===== config.mk =====
export PLATFORM = sky130hd
export DESIGN_NAME = pwc_iter
export DESIGN_NICKNAME = d
export VERILOG_FILES = /design/src/pwc_pkg.sv /design/src/pwc_iter.sv
export SDC_FILE = /design/constraint.sdc
export NUM_CORES = 1
export LEC_CHECK = 0
export BUFFER_PORTS_ARGS = -buffer_cell sky130_fd_sc_hd__buf_4
export CAP_MARGIN = 20
export CORE_MARGIN = 2
export CORE_UTILIZATION = 34
export CTS_CLUSTER_SIZE = 8
export DETAILED_ROUTE_END_ITERATION = 16
export MAX_ROUTING_LAYER = met4
export PLACE_DENSITY = 0.59
export SYNTH_ARGS = -nofsm -noshare
export SYNTH_HDL_FRONTEND = slang
export SYNTH_SLANG_ARGS = --single-unit

===== constraint.sdc =====
create_clock -name clock -period 5.9 [get_ports clock]
set_clock_uncertainty 0.15 [all_clocks]
set_input_delay 0.59 -clock clock [delete_from_list [all_inputs] [get_ports clock]]
set_output_delay 0.59 -clock clock [all_outputs]
set_load 0.005 [all_outputs]

===== src/pwc_pkg.sv =====
// pwc_pkg: shared types, constants and arithmetic helpers for the particle step block
// used by the channel interfaces, the store, the iterative unit, the top level and the checker
package pwc_pkg;

   localparam int PWC_NUM_PARTICLES = 64;
   localparam int IDX_W             = 6;
   localparam int CMD_W             = 2;
   localparam int FIX_W             = 32;
   localparam int MR_W              = 31;
   localparam int AREA_W            = 16;
   localparam int CSR_IDX_W         = 1;
   localparam int CSR_DATA_W        = 16;

   localparam logic [CSR_IDX_W-1:0] CSR_AREA_WIDTH  = 1'b0;
   localparam logic [CSR_IDX_W-1:0] CSR_AREA_HEIGHT = 1'b1;

   localparam logic [AREA_W-1:0] AREA_WIDTH_RESET  = 16'd800;
   localparam logic [AREA_W-1:0] AREA_HEIGHT_RESET = 16'd600;

   localparam logic signed [39:0] FIX_ONE = 40'sd65536;

   typedef enum logic [CMD_W-1:0] {
      CMD_LOAD    = 2'd0,
      CMD_MOVE    = 2'd1,
      CMD_COLLIDE = 2'd2,
      CMD_READ    = 2'd3
   } pwc_cmd_type;

   typedef enum logic [4:0] {
      ST_IDLE, ST_LOAD, ST_RDA, ST_RDB, ST_CAPB, ST_MOVE, ST_DIFF, ST_SQX, ST_SQY,
      ST_SUM, ST_SQRT, ST_QA_GO, ST_QA, ST_QB_GO, ST_QB, ST_M1, ST_M2, ST_M3, ST_M4,
      ST_M5, ST_M6, ST_OX_GO, ST_OX, ST_OY_GO, ST_OY, ST_WRA, ST_WRB, ST_EA, ST_EB
   } pwc_state_type;

   typedef enum logic {
      ITER_SQRT = 1'b0,
      ITER_DIV  = 1'b1
   } pwc_iter_mode_type;

   typedef struct packed {
      logic              start;
      pwc_iter_mode_type mode;
      logic [63:0]       operand;
      logic [32:0]       divisor;
   } pwc_iter_req_type;

   typedef struct packed {
      logic        done;
      logic [63:0] result;
   } pwc_iter_rsp_type;

   typedef struct packed {
      logic wr_pv;
      logic wr_mr;
   } pwc_mem_ctl_type;

   typedef struct packed {
      logic [63:0] pos;
      logic [63:0] vel;
      logic [63:0] mr;
   } pwc_entry_type;

   // index reduction modulo the table depth, six conditional subtracts
   function automatic logic [IDX_W-1:0] pwc_mod_index(input logic [IDX_W-1:0] v,
                                                      input int unsigned n);
      logic [31:0] rem;
      logic [31:0] sub;
      rem = 32'(v);
      for (int k = IDX_W - 1; k >= 0; k--) begin
         sub = 32'(n) << k;
         if (sub <= rem) begin
            rem = rem - sub;
         end
      end
      return rem[IDX_W-1:0];
   endfunction

   function automatic logic signed [31:0] pwc_sat32(input logic signed [39:0] v);
      logic signed [31:0] r;
      if (v > 40'sd2147483647) begin
         r = 32'sh7fffffff;
      end else if (v < -40'sd2147483648) begin
         r = 32'sh80000000;
      end else begin
         r = v[31:0];
      end
      return r;
   endfunction

   // move along one axis and bounce off the walls, returns {velocity, position}
   function automatic logic [63:0] pwc_bounce(input logic signed [31:0] p,
                                              input logic signed [31:0] v,
                                              input logic [MR_W-1:0] r,
                                              input logic [AREA_W-1:0] area);
      logic signed [39:0] np;
      logic signed [39:0] rr;
      logic signed [39:0] wall;
      logic signed [39:0] nv;
      logic signed [39:0] pp;
      np   = 40'(p) + 40'(v);
      rr   = signed'({9'b0, r});
      wall = signed'({8'b0, area, 16'b0});
      nv   = 40'(v);
      pp   = np;
      if (np + rr >= wall) begin
         nv = -40'(v);
         pp = wall - rr - FIX_ONE;
      end else if (np - rr <= 40'sd0) begin
         nv = -40'(v);
         pp = rr + FIX_ONE;
      end
      return {pwc_sat32(nv), pwc_sat32(pp)};
   endfunction

   // base plus or minus a magnitude, saturated
   function automatic logic signed [31:0] pwc_adj(input logic signed [31:0] base,
                                                  input logic neg,
                                                  input logic [33:0] m);
      logic signed [39:0] s;
      s = signed'({6'b0, m});
      if (neg) begin
         s = -s;
      end
      return pwc_sat32(40'(base) + s);
   endfunction

   function automatic logic [33:0] pwc_clamp34(input logic [63:0] q);
      return (|q[63:34]) ? '1 : q[33:0];
   endfunction

endpackage


===== src/pwc_iter.sv =====
// pwc_iter: shared bit-serial unit for square root (32 steps) and division (64 steps)
// depends on pwc_pkg
module pwc_iter (
   input  logic                       clock,
   input  logic                       reset,
   input  pwc_pkg::pwc_iter_req_type  req,
   output pwc_pkg::pwc_iter_rsp_type  rsp
);
   import pwc_pkg::*;

   logic              busy_ff;
   logic              done_ff;
   logic [6:0]        cnt_ff;
   pwc_iter_mode_type mode_ff;
   logic [63:0]       acc_ff;
   logic [34:0]       rem_ff;
   logic [63:0]       quo_ff;
   logic [32:0]       dvs_ff;
   logic [34:0]       rem_sh;
   logic [34:0]       trial;
   logic              take;

   always_comb begin
      if (mode_ff == ITER_SQRT) begin
         rem_sh = {rem_ff[32:0], acc_ff[63:62]};
         trial  = {quo_ff[32:0], 2'b01};
      end else begin
         rem_sh = {rem_ff[33:0], acc_ff[63]};
         trial  = {2'b00, dvs_ff};
      end
      take = (rem_sh >= trial);
   end

   always_ff @(posedge clock) begin
      if (reset) begin
         busy_ff <= 1'b0;
         done_ff <= 1'b0;
         cnt_ff  <= '0;
      end else begin
         done_ff <= busy_ff && (cnt_ff == 7'd1);
         if (req.start) begin
            busy_ff <= 1'b1;
            cnt_ff  <= (req.mode == ITER_SQRT) ? 7'd32 : 7'd64;
         end else if (busy_ff) begin
            cnt_ff <= cnt_ff - 7'd1;
            if (cnt_ff == 7'd1) begin
               busy_ff <= 1'b0;
            end
         end
      end
   end

   always_ff @(posedge clock) begin
      if (req.start) begin
         mode_ff <= req.mode;
         acc_ff  <= req.operand;
         dvs_ff  <= req.divisor;
         rem_ff  <= '0;
         quo_ff  <= '0;
      end else if (busy_ff) begin
         rem_ff <= take ? (rem_sh - trial) : rem_sh;
         quo_ff <= {quo_ff[62:0], take};
         acc_ff <= (mode_ff == ITER_SQRT) ? {acc_ff[61:0], 2'b00} : {acc_ff[62:0], 1'b0};
      end
   end

   assign rsp = '{done: done_ff, result: quo_ff};
endmodule


==> results of run 1 <==
==> state kept, by name (all words and copies together) (netlist names) <==
signal and count:
cnt_ff 7, mode_ff 1, dvs_ff 33, quo_ff 64
done_ff 1, busy_ff 1, rem_ff 34, acc_ff 64
==> power by group through the flow <==
stage	Combinational [W]	Clock, W	Sequential [W]
after floorplan	0.00129	0	0.00171
after global placement	0.00161	0	0.00175
after detailed placement	0.00162	0	0.00175
after CTS	0.00163	0.00158	0.00172
after global routing	0.00180	0.00164	0.00174
final	0.00163	0.00152	0.00173
==> how the worst max path moves through the flow <==
stage / depth (start not counted) / startpoint / slack [ns] / end
finish: 14 / mode_ff / 1.34 / rem_ff[23]
floorplan: 16 / mode_ff / 1.30 / rem_ff[19]
global placement: 14 / mode_ff / 1.46 / rem_ff[23]
detailed placement: 14 / mode_ff / 1.37 / rem_ff[23]
global route: 14 / mode_ff / 0.98 / rem_ff[23]
CTS: 14 / mode_ff / 1.31 / rem_ff[23]
==> metal layers <==
layer	up-vias	wire [um]	global-route usage (%)
li1	4315	-	-
met1	4007	13600	22.8
met2	227	11500	23.7
met3	46	1670	3.01
met4	0	587	4.29
met5	-	0	-
==> cell usage after synthesis, drive strengths merged (4+ instances only) <==
cell type / number / area share (%)
nor3: 20 / 0.90
edfxtp: 98 / 26
a311oi: 6 / 0.53
nor4: 5 / 0.28
inv: 15 / 0.50
dfxtp: 107 / 19
xor2: 10 / 0.78
nand2b: 6 / 0.34
and3: 15 / 0.85
a211oi: 24 / 1.6
nand2: 92 / 3.1
a2111oi: 4 / 0.33
mux2: 33 / 3.3
o21ai: 84 / 3.8
o31ai: 5 / 0.46
a21o: 20 / 1.4
a31oi: 13 / 0.78
o21a: 9 / 0.61
and2: 9 / 0.50
ha: 37 / 4.1
clkbuf: 56 / 1.9
a21oi: 25 / 1.1
o211ai: 7 / 0.52
nor2: 125 / 4.2
xnor2: 18 / 1.4
nand4: 4 / 0.22
nand3: 11 / 0.49
mux2i: 174 / 16
buf: 20 / 0.85
==> final cells by class <==
class,count,area share [%]
multi-input combinational,805,42.1
clock buffer,51,6.03
tap,442,4.07
inverter,15,0.415
timing repair buffer,176,9.87
sequential,205,37.5
==> stage by stage <==
| step | worst slack [ns] | utilization [%] |
|---|---|---|
| floorplan | 1.30 | - |
| global placement | 1.46 | 39.3 |
| detailed placement | 1.37 | 39.3 |
| CTS | 1.31 | 41.8 |
| global route | 0.980 | 41.8 |
| finish | 1.34 | 41.8 |
==> cells in the final DEF (no fill, tap or decap), types with 3 or more instances in the layout <==
cell,Yosys,routed
a21oi_1,25,25
a211o_1,3,3
a211oi_1,24,24
mux2_2,33,33
nand3_1,11,11
o31a_1,3,3
ha_1,37,37
nand4_1,4,4
a311oi_1,5,5
xnor2_1,18,18
a41oi_1,3,3
a2111oi_0,3,3
o21a_1,9,9
o22ai_1,3,3
or3_1,3,3
inv_1,15,15
mux2i_1,174,174
or4_1,3,3
a31oi_1,12,12
xor2_1,10,10
clkbuf_16,0,29
dfxtp_1,107,106
buf_4,3,174
and4_1,3,3
nand2_1,92,91
and2_1,9,9
o211ai_1,6,6
nor2_1,125,125
nand2b_1,6,6
a21o_1,19,19
edfxtp_1,98,98
o31ai_1,4,4
nor3_1,20,20
nor4_1,5,5
clkbuf_1,56,21
and3_1,14,14
a311o_1,3,3
o21ai_0,84,84
==> logic make-up after synthesis <==
| logic type | share of synthesized area [%] |
|---|---|
| simple gates | 11.9 |
| compound gates | 13.8 |
| mux | 18.9 |
| flops | 45.6 |
| buf+inv | 3.24 |
| fa+ha+maj | 4.33 |
| xor+xnor | 2.20 |
==> impl_results.md, run 1 <==
- Routability Congestion: 0.884
- Port-buffer cells: 165
- Final Non-Filler Cells: 1694
- Post-Syn Nets: 1240
- H-tree depth: 1
- Post_cts resized: 0
- Max Buffers Root-to-Sink: 3
- Fmax: 220 MHz
- Crit-path most repeated cell: buf_4
- Switching Fraction: 32.9%
- Final HPWL DP: 18700 um
- Static Leak: 5.78 nW
- Nets: 1371
- Cell Area, Placed: 12800 um^2
- Share of layout cells above drive strength 1: 20.2%
- Reg-to-reg endpoint: rem_ff[23]
- Worst Tran Pin Value: 1.03 ns
- Fillers: 3174
- Cell Area, Synth: 11200 um^2
- R2R cell count: 14
- Initial Utilization: 34.4%
- Final Max Slew Viols: 0
- Worst r2r src: mode_ff
- Final Cycle Share: 77.2%
- Post-CTS Hold Fix Bufs: 0
- Largest net degree at the start of global routing: 124
- First-pass GRT wire length: 43700 um
- Vias per cell: 5.07
- FF+latch count, synth: 205
- Initial antenna violation count: 0
- Startpoint type of the worst setup path: flop
- CTS buffer count: 29
- Crit. End Element: flop
- Flop pwr share: 35.4%
- Worst-Skew Late Latency: 0.54 ns
- CP Max Fanout: 36
- Total global-route track usage: 16.1%
- Setup Total Neg Slack: 0 ns
- Diodes inserted: 0
- Mean routed wirelength per cell: 16.2 um
- Core area: 32500 um^2
- Initial DRC count: 477
- Final instance area: 13600 um^2
- DRC errors left: 0
- Number of synthesized flops with an enable pin: 98
- Area of the multi-input gates: 5720 um^2
- Data arrival, critical path: 4.85 ns
- Switching Power: 0.00160 W
- Clock Power Share: 31.3%
- Hold depth: 1
- YS warnings: 0
- DIE HEIGHT: 185 um
- Synth Flop Type: dfxtp_1
- CTS sink cnt: 205
- Cell Pwr Density: 359 nW/um^2
- Full die area: 34300 um^2
- Peak VDD IR: 0.000185 V
- WP buf/inv: 3
- Mapped Cells: 1101
- Layout area overhead: 21.6%
- Post-synthesis cell type count: 64
- Max-capacitance violation count: 0
- Ys async rst share: 0%
- Final antenna-violating net count: 0
- CTS clk-pin slew, worst paths: 0.06 ns
- Comb pwr share: 33.3%
- Hold WS: 0.0722 ns
- Min-delay src: req[11]
- Req. time, crit path: 6.19 ns
- Die Wd: 185 um
- Internal cell power: 0.00327 W
- Final setup vio count: 0
- Worst stage delay on the critical path: 0.56 ns
- Hold-critical path endpoint: dvs_ff[11]
- Pwr Total: 0.00487 W
- CP delay by family, top: compound AO/OA/AOI/OAI gates
- Root buffer cell: clkbuf_16
- Status: completed
- Placed cells: 1643
- Postcts setup bufs: 0
- Post-Syn Area per Cell: 10.1 um^2
- Via count: 8595
- CP Class: flop to flop
- Reg2Reg Setup Slack: 1.34 ns
- Relative slew slack: 31.1%
- FF+latch area: 5090 um^2
- Global route overflow: 0
- Unrepaired setup endpoints after global routing: no
- Detailed Routing Iterations Pass 1: 7
- Total wire length: 27400 um
- Slowest CP cell: or4_1
- Crit path cell chain: buf_4 -> mux2i_1 -> inv_1 -> ha_1 -> nor2b_1 -> o211ai_1 -> a31oi_2 -> a311oi_2 -> o21a_1 -> o31ai_4 -> a221oi_4 -> buf_4 -> or4_1 -> a311oi_1
- Hold Path Class: input pin to flop
- CTS tree: built
- Period minus WS final: 4.56 ns
- Placement Rows: 66
- Top Ports: 166
- Seq/Total Area, Yosys: 45.6%
- Hold violation total from the final report: 0
- Vias in the first global route: 8326
Note: power is estimated with default switching activity, not from simulation.
==> inputs of run 2 (changes only) <==
- clock period: 5.9 -> 4.6 ns (I/O delays scaled with it)
==> run 2 against run 1 <==
  * Setup slack worse by 0.94 ns
  * Total power up 34%
  * Core utilization up 1.9 points
  * Critical endpoint unchanged
==> impl_results.md, run 2 (synthesis gave the netlist of run 1 again) <==
- Final Max Slew Viols: 0 (unchanged)
- Full die area: 34300 um^2 (unchanged)
- Req. time, crit path: 4.90 ns (was 6.19 ns)
- CTS tree: built (unchanged)
- Hold Path Class: input pin to flop (unchanged)
- Flop pwr share: 33.8% (was 35.4%)
- Cell Pwr Density: 459 nW/um^2 (was 359 nW/um^2)
- Top Ports: 166 (unchanged)
- Final Cycle Share: 91.1% (was 77.2%)
- Initial Utilization: 34.4% (unchanged)
- Peak VDD IR: 0.000279 V (was 0.000185 V)
- CP Max Fanout: 34 (was 36)
- Largest net degree at the start of global routing: 141 (was 124)
- Met3 usage: 2.77% (was 3.01%)
- Top Registers: acc_ff: 64 flops, quo_ff: 64 flops, rem_ff: 34 flops (unchanged)
- Max-capacitance violation count: 0 (unchanged)
- Total wire length: 27600 um (was 27400 um)
- Global route overflow: 0 (unchanged)
- Global Route met2 Usage: 25.3% (was 23.7%)
- Clock Power Share: 32.2% (was 31.3%)
- Initial DRC count: 558 (was 477)
- Die Wd: 185 um (unchanged)
- GRT Max-Usage Layer: met2 (unchanged)
- Root buffer cell: clkbuf_16 (unchanged)
- Layout area overhead: 27.2% (was 21.6%)
- Core area: 32500 um^2 (unchanged)
- Fmax: 239 MHz (was 220 MHz)
- Mean routed wirelength per cell: 15.8 um (was 16.2 um)
- Hold violation total from the final report: 0 (unchanged)
- Share of layout cells above drive strength 1: 20.8% (was 20.2%)
- Unrepaired setup endpoints after global routing: no (unchanged)
- Port-buffer cells: 165 (unchanged)
- Diodes inserted: 0 (unchanged)
- CP Class: flop to flop (unchanged)
- Vias per cell: 5.00 (was 5.07)
- Final setup vio count: 0 (unchanged)
- Final instance area: 14200 um^2 (was 13600 um^2)
- Pwr Total: 0.00652 W (was 0.00487 W)
- CTS clk-pin slew, worst paths: 0.05 ns (was 0.06 ns)
- DIE HEIGHT: 185 um (unchanged)
- H-tree depth: 1 (unchanged)
- Switching Fraction: 32.2% (was 32.9%)
- GR Util met1: 21.8% (was 22.8%)
- Nets: 1422 (was 1371)
- Total global-route track usage: 16.2% (was 16.1%)
- Detailed Routing Iterations Pass 1: 4 (was 7)
- Data arrival, critical path: 4.49 ns (was 4.85 ns)
- Final HPWL DP: 18400 um (was 18700 um)
- Comb pwr share: 33.9% (was 33.3%)
- Commonest non-fill, non-tap cell in the layout: buf_4
- CTS buffer count: 30 (was 29)
- Status: completed (unchanged)
- Routability Congestion: 0.874 (was 0.884)
- Post_cts resized: 0 (unchanged)
- Area of the multi-input gates: 5720 um^2 (unchanged)
- Vias in the first global route: 8681 (was 8326)
- DRC errors left: 0 (unchanged)
- Worst-Skew Late Latency: 0.54 ns (about the same)
- Startpoint type of the worst setup path: flop (unchanged)
- Switching Power: 0.00210 W (was 0.00160 W)
- Relative slew slack: 32.7% (was 31.1%)
- Fillers: 3186 (was 3174)
- Crit. End Element: flop (unchanged)
- Setup Total Neg Slack: 0 ns (unchanged)
- Via count: 8753 (was 8595)
- Internal cell power: 0.00442 W (was 0.00327 W)
- Worst Tran Pin Value: 1.01 ns (was 1.03 ns)
- Worst slack, placed: 0.346 ns (was 1.37 ns)
- Placement Rows: 66 (unchanged)
- First-pass GRT wire length: 44200 um (was 43700 um)
- Period minus WS final: 4.19 ns (was 4.56 ns)
- Max Buffers Root-to-Sink: 3 (unchanged)
- Static Leak: 6.07 nW (was 5.78 nW)
- Finished Core Util: 43.7% (was 41.8%)
- Commonest non-fill, non-tap cells in the layout: 184 x buf_4, 174 x mux2i_1, 125 x nor2_1 (was 174 x mux2i_1, 174 x buf_4, 125 x nor2_1)
- CTS sink cnt: 205 (unchanged)
- Cell Area, Placed: 12900 um^2 (was 12800 um^2)
- Initial antenna violation count: 0 (unchanged)
- Fin worst setup slack: 0.408 ns (was 1.34 ns)
- FF+latch area: 5090 um^2 (unchanged)
- Final antenna-violating net count: 0 (unchanged)
run 2: changes by cell type in the layout (fill, tap and decap cells not counted), sizes merged:
| cell | before | now |
|---|---|---|
| dlygate4sd3 | 0 | 35 |
| clkinv | 0 | 1 |
| clkbuf | 52 | 56 |
| bufinv | 0 | 1 |
| buf | 175 | 189 |
run 2: worst paths after layout:
path	start	depth (start not counted)	endpoint	slack [ns]
setup / recovery	mode_ff	13	rem_ff[23]	0.41
hold / removal	req[53]	3	acc_ff[20]	0.06
setup reg to reg	mode_ff	13	rem_ff[23]	0.41
hold reg to reg	rem_ff[18]	2	rem_ff[18]	0.35
run 2: timing repair:
action / 4_1_cts / 5_1_grt
setup buffers: 0 / 1
endpoints found under the setup margin: 0 / 1
endpoints found under the hold margin: 38 / 0
hold buffers: 35 / 0
run 2: worst max-delay path, cell delays in order, from the launching register on:
cell	delay (ns)
edfxtp_1	0.42
buf_12	0.21
buf_4	0.23
mux2_2	0.37
ha_1	0.38
o21ai_0	0.13
a31oi_2	0.27
a311oi_2	0.15
o21a_1	0.30
o31ai_4	0.38
a221oi_4	0.13
buf_12	0.20
or4_1	0.53
a311oi_1	0.25
run 2: power by group through the flow:
stage | combinational (W) | sequential (W) | clock, W
global placement | 0.00217 | 0.00224 | 0
floorplan | 0.00165 | 0.00220 | 0
CTS | 0.00220 | 0.00221 | 0.00217
detailed placement | 0.00216 | 0.00224 | 0
global route | 0.00244 | 0.00223 | 0.00223
finish | 0.00221 | 0.00221 | 0.00210
run 2: final cells by class:
type                       instances  area share (%)
tap                              442            3.90
sequential                       205            35.9
clock buffer                      54            6.14
timing repair buffer             226            13.2
clock inverter                     2           0.247
inverter                          15           0.397
multi-input combinational        805            40.3
run 2: layer usage:
| layer | wire [um] | vias to the layer above |
|---|---|---|
| met1 | 13300 | 4051 |
| met4 | 654 | 0 |
| met2 | 12000 | 228 |
| met3 | 1530 | 52 |
| li1 | - | 4422 |
| met5 | 0 | - |
run 2: through the flow:
step	std cells	hold WS [ns]
final	1749	0.0602
after global placement	1656	0.329
after global routing	1749	0.0522
after detailed placement	1656	0.338
after floorplan	1101	0.318
after CTS	1747	0.0354
==> inputs of run 3 (changes only) <==
- CORE_UTILIZATION: 34 -> 35
- PLACE_DENSITY: 0.59 -> 0.6
==> run 3 against run 2 <==
  * Total power down 2.4%
  * Critical endpoint unchanged
  * Critical path type unchanged
  * Sequential share of layout area rose by 0.42 points
  * Count of clock-buffer cells in the layout shrank 3
  * Cell count fell by 2.5%
  * Largest power group is now combinational cells
==> impl_results.md, run 3 (synthesis gave the netlist of run 1 again) <==
- Status: completed (unchanged)
- Req. time, crit path: 4.89 ns (was 4.90 ns)
- H-tree depth: 1 (unchanged)
- Postcts setup bufs: 0 (unchanged)
- CP Max Fanout: 28 (was 34)
- Layout area overhead: 25.7% (was 27.2%)
- Crit. End Element: flop (unchanged)
- Final antenna-violating net count: 0 (unchanged)
- Global route overflow: 0 (unchanged)
- Period minus WS final: 4.27 ns (was 4.19 ns)
- Crit path cell chain: buf_12 -> mux2i_1 -> inv_1 -> ha_1 -> nor2b_1 -> o211ai_1 -> a31oi_2 -> a311oi_2 -> o21a_1 -> o31ai_4 -> a221oi_4 -> buf_4 -> or4_1 -> a311oi_1 (was buf_12 -> buf_4 -> mux2_2 -> ha_1 -> o21ai_0 -> a31oi_2 -> a311oi_2 -> o21a_1 -> o31ai_4 -> a221oi_4 -> buf_12 -> or4_1 -> a311oi_1)
- Max Buffers Root-to-Sink: 3 (unchanged)
- WP buf/inv: 3 (unchanged)
- Port-buffer cells: 165 (unchanged)
- Setup Total Neg Slack: 0 ns (unchanged)
- Worst r2r src: mode_ff (unchanged)
- Worst-Skew Late Latency: 0.54 ns (about the same)
- Worst Tran Pin Value: 0.942 ns (was 1.01 ns)
- Core area: 31500 um^2 (was 32500 um^2)
- Unrepaired setup endpoints after global routing: no (unchanged)
- Routability Congestion: 0.886 (was 0.874)
- Relative slew slack: 37.2% (was 32.7%)
- Reg2Reg Setup Slack: 0.33 ns (was 0.41 ns)
- Final Max Slew Viols: 0 (unchanged)
- Reg-to-reg endpoint: rem_ff[23] (unchanged)
- Final Cycle Share: 92.8% (was 91.1%)
- Total wire length: 27700 um (was 27600 um)
- Post_cts resized: 0 (unchanged)
- Hold violation total from the final report: 0 (unchanged)
- Final setup vio count: 0 (unchanged)
- Commonest non-fill, non-tap cell in the layout: buf_4 (unchanged)
- Worst stage delay on the critical path: 0.52 ns (was 0.53 ns)
- Diodes inserted: 0 (unchanged)
- FF+latch area: 5090 um^2 (unchanged)
- Critical path origin: mode_ff (unchanged)
- R2R cell count: 14 (was 13)
- Max-capacitance violation count: 0 (unchanged)
- Share of layout cells above drive strength 1: 20.7% (was 20.8%)
- Top Registers: acc_ff: 64 flops, quo_ff: 64 flops, rem_ff: 34 flops (unchanged)
- CTS tree: built (unchanged)
- Largest net degree at the start of global routing: 172 (was 141)
- Final HPWL DP: 18800 um (was 18400 um)
- Mean routed wirelength per cell: 16.3 um (was 15.8 um)
- Initial antenna violation count: 0 (unchanged)
- Finished Core Util: 44.6% (was 43.7%)
- Vias in the first global route: 8802 (was 8681)
- CP delay by family, top: compound AO/OA/AOI/OAI gates (unchanged)
- CTS buffer count: 29 (was 30)
- CTS clk-pin slew, worst paths: 0.06 ns (was 0.05 ns)
- CP Class: flop to flop (unchanged)
- Slowest CP cell: or4_1 (unchanged)
- Die Wd: 183 um (was 185 um)
- Area of the multi-input gates: 5720 um^2 (unchanged)
- Detailed Routing Iterations Pass 1: 5 (was 4)
- Via count: 8870 (was 8753)
- Root buffer cell: clkbuf_16 (unchanged)
- Initial Utilization: 35.5% (was 34.4%)
- Static Leak: 6.02 nW (was 6.07 nW)
- Peak VDD IR: 0.000225 V (was 0.000279 V)
- First-pass GRT wire length: 45300 um (was 44200 um)
- Cell Pwr Density: 454 nW/um^2 (was 459 nW/um^2)
- Top Ports: 166 (unchanged)
- Crit path to: rem_ff[23] (unchanged)
- DRC errors left: 0 (unchanged)
- Vias per cell: 5.20 (was 5.00)
- CTS sink cnt: 205 (unchanged)
- Startpoint type of the worst setup path: flop (unchanged)
- Fmax: 234 MHz (was 239 MHz)
- WP depth: 14 (was 13)
- Commonest non-fill, non-tap cells in the layout: 188 x buf_4, 174 x mux2i_1, 125 x nor2_1 (was 184 x buf_4, 174 x mux2i_1, 125 x nor2_1)
- Hold Path Class: input pin to flop (unchanged)
- Full die area: 33300 um^2 (was 34300 um^2)
- Data arrival, critical path: 4.56 ns (was 4.49 ns)
- Nets: 1422 (unchanged)
- Placement Rows: 65 (was 66)
- Fillers: 2976 (was 3186)
- Total global-route track usage: 16.8% (was 16.2%)
- DIE HEIGHT: 183 um (was 185 um)
- Initial DRC count: 517 (was 558)
## run 3: cell count changes in the layout (fill, tap and decap cells not counted), sizes merged
| cell | change |
|---|---|
| clkbuf | -4 |
| buf | +2 |
| bufinv | -1 |
| clkinv | -1 |
| inv | +1 |
## run 3: routing by layer
layer	vias to the layer above	part of all wire [%]	wire [um]	global-route usage, %
li1	4419	-	-	-
met1	4167	49	13700	23.1
met2	232	43	12000	25.7
met3	52	4.8	1330	2.73
met4	0	2.6	726	4.77
met5	-	0	0	-
## run 3: worst min-delay path by stage
stage / start / slack, ns / to / cells past startpoint
after floorplan: rem_ff[23] / 0.32 / rem_ff[23] / 2
after global placement: quo_ff[63] / 0.33 / quo_ff[63] / 2
after global routing: req[36] / 0.06 / acc_ff[3] / 3
after CTS: req[96] / 0.03 / acc_ff[63] / 3
after detailed placement: quo_ff[63] / 0.34 / quo_ff[63] / 2
final: req[38] / 0.07 / acc_ff[5] / 3
## run 3: worst min-delay path, delay by kind of cell
kind                   cells  cell delay (ns)
AOI/OAI and AO/OA          1             0.06
and+or+nand+nor            1             0.04
buffers and inverters      1             0.08
## run 3: per-stage QoR
| step | cells | setup WS [ns] | area, um^2 | hold WS (ns) | power (W) |
|---|---|---|---|---|---|
| 4_1_cts | 1706 | 0.306 | 14000 | 0.0335 | 0.00644 |
| 5_1_grt | 1706 | 0.0139 | 14000 | 0.0598 | 0.00675 |
| 3_5_place_dp | 1619 | 0.317 | 12900 | 0.339 | 0.00442 |
| 3_3_place_gp | 1619 | 0.451 | 12900 | 0.332 | 0.00439 |
| 6_report | 1706 | 0.330 | 14000 | 0.0653 | 0.00636 |
| 2_1_floorplan | 1101 | 0.184 | 11200 | 0.318 | 0.00385 |
## run 3: where the power goes
| group | switching, W | internal, W | leakage, nW |
|---|---|---|---|
| clock network | 0.000765 | 0.00118 | 0.394 |
| registers | 0.0000939 | 0.00210 | 1.86 |
| logic | 0.00122 | 0.000997 | 3.76 |
## run 3: what timing repair did
item | in CTS | in global routing
hold endpoints to repair | 39 | 0
endpoints found under the setup margin | 0 | 0
hold buffers | 35 | 0
## run 3: layout make-up
class,instances,share of cell area [%]
Clock inverter,1,0.0624
Timing Repair Buffer,227,13.1
Inverter,15,0.401
Tap cell,402,3.59
Multi-Input combinational cell,805,40.8
Sequential cell,205,36.3
Clock buffer,51,5.83
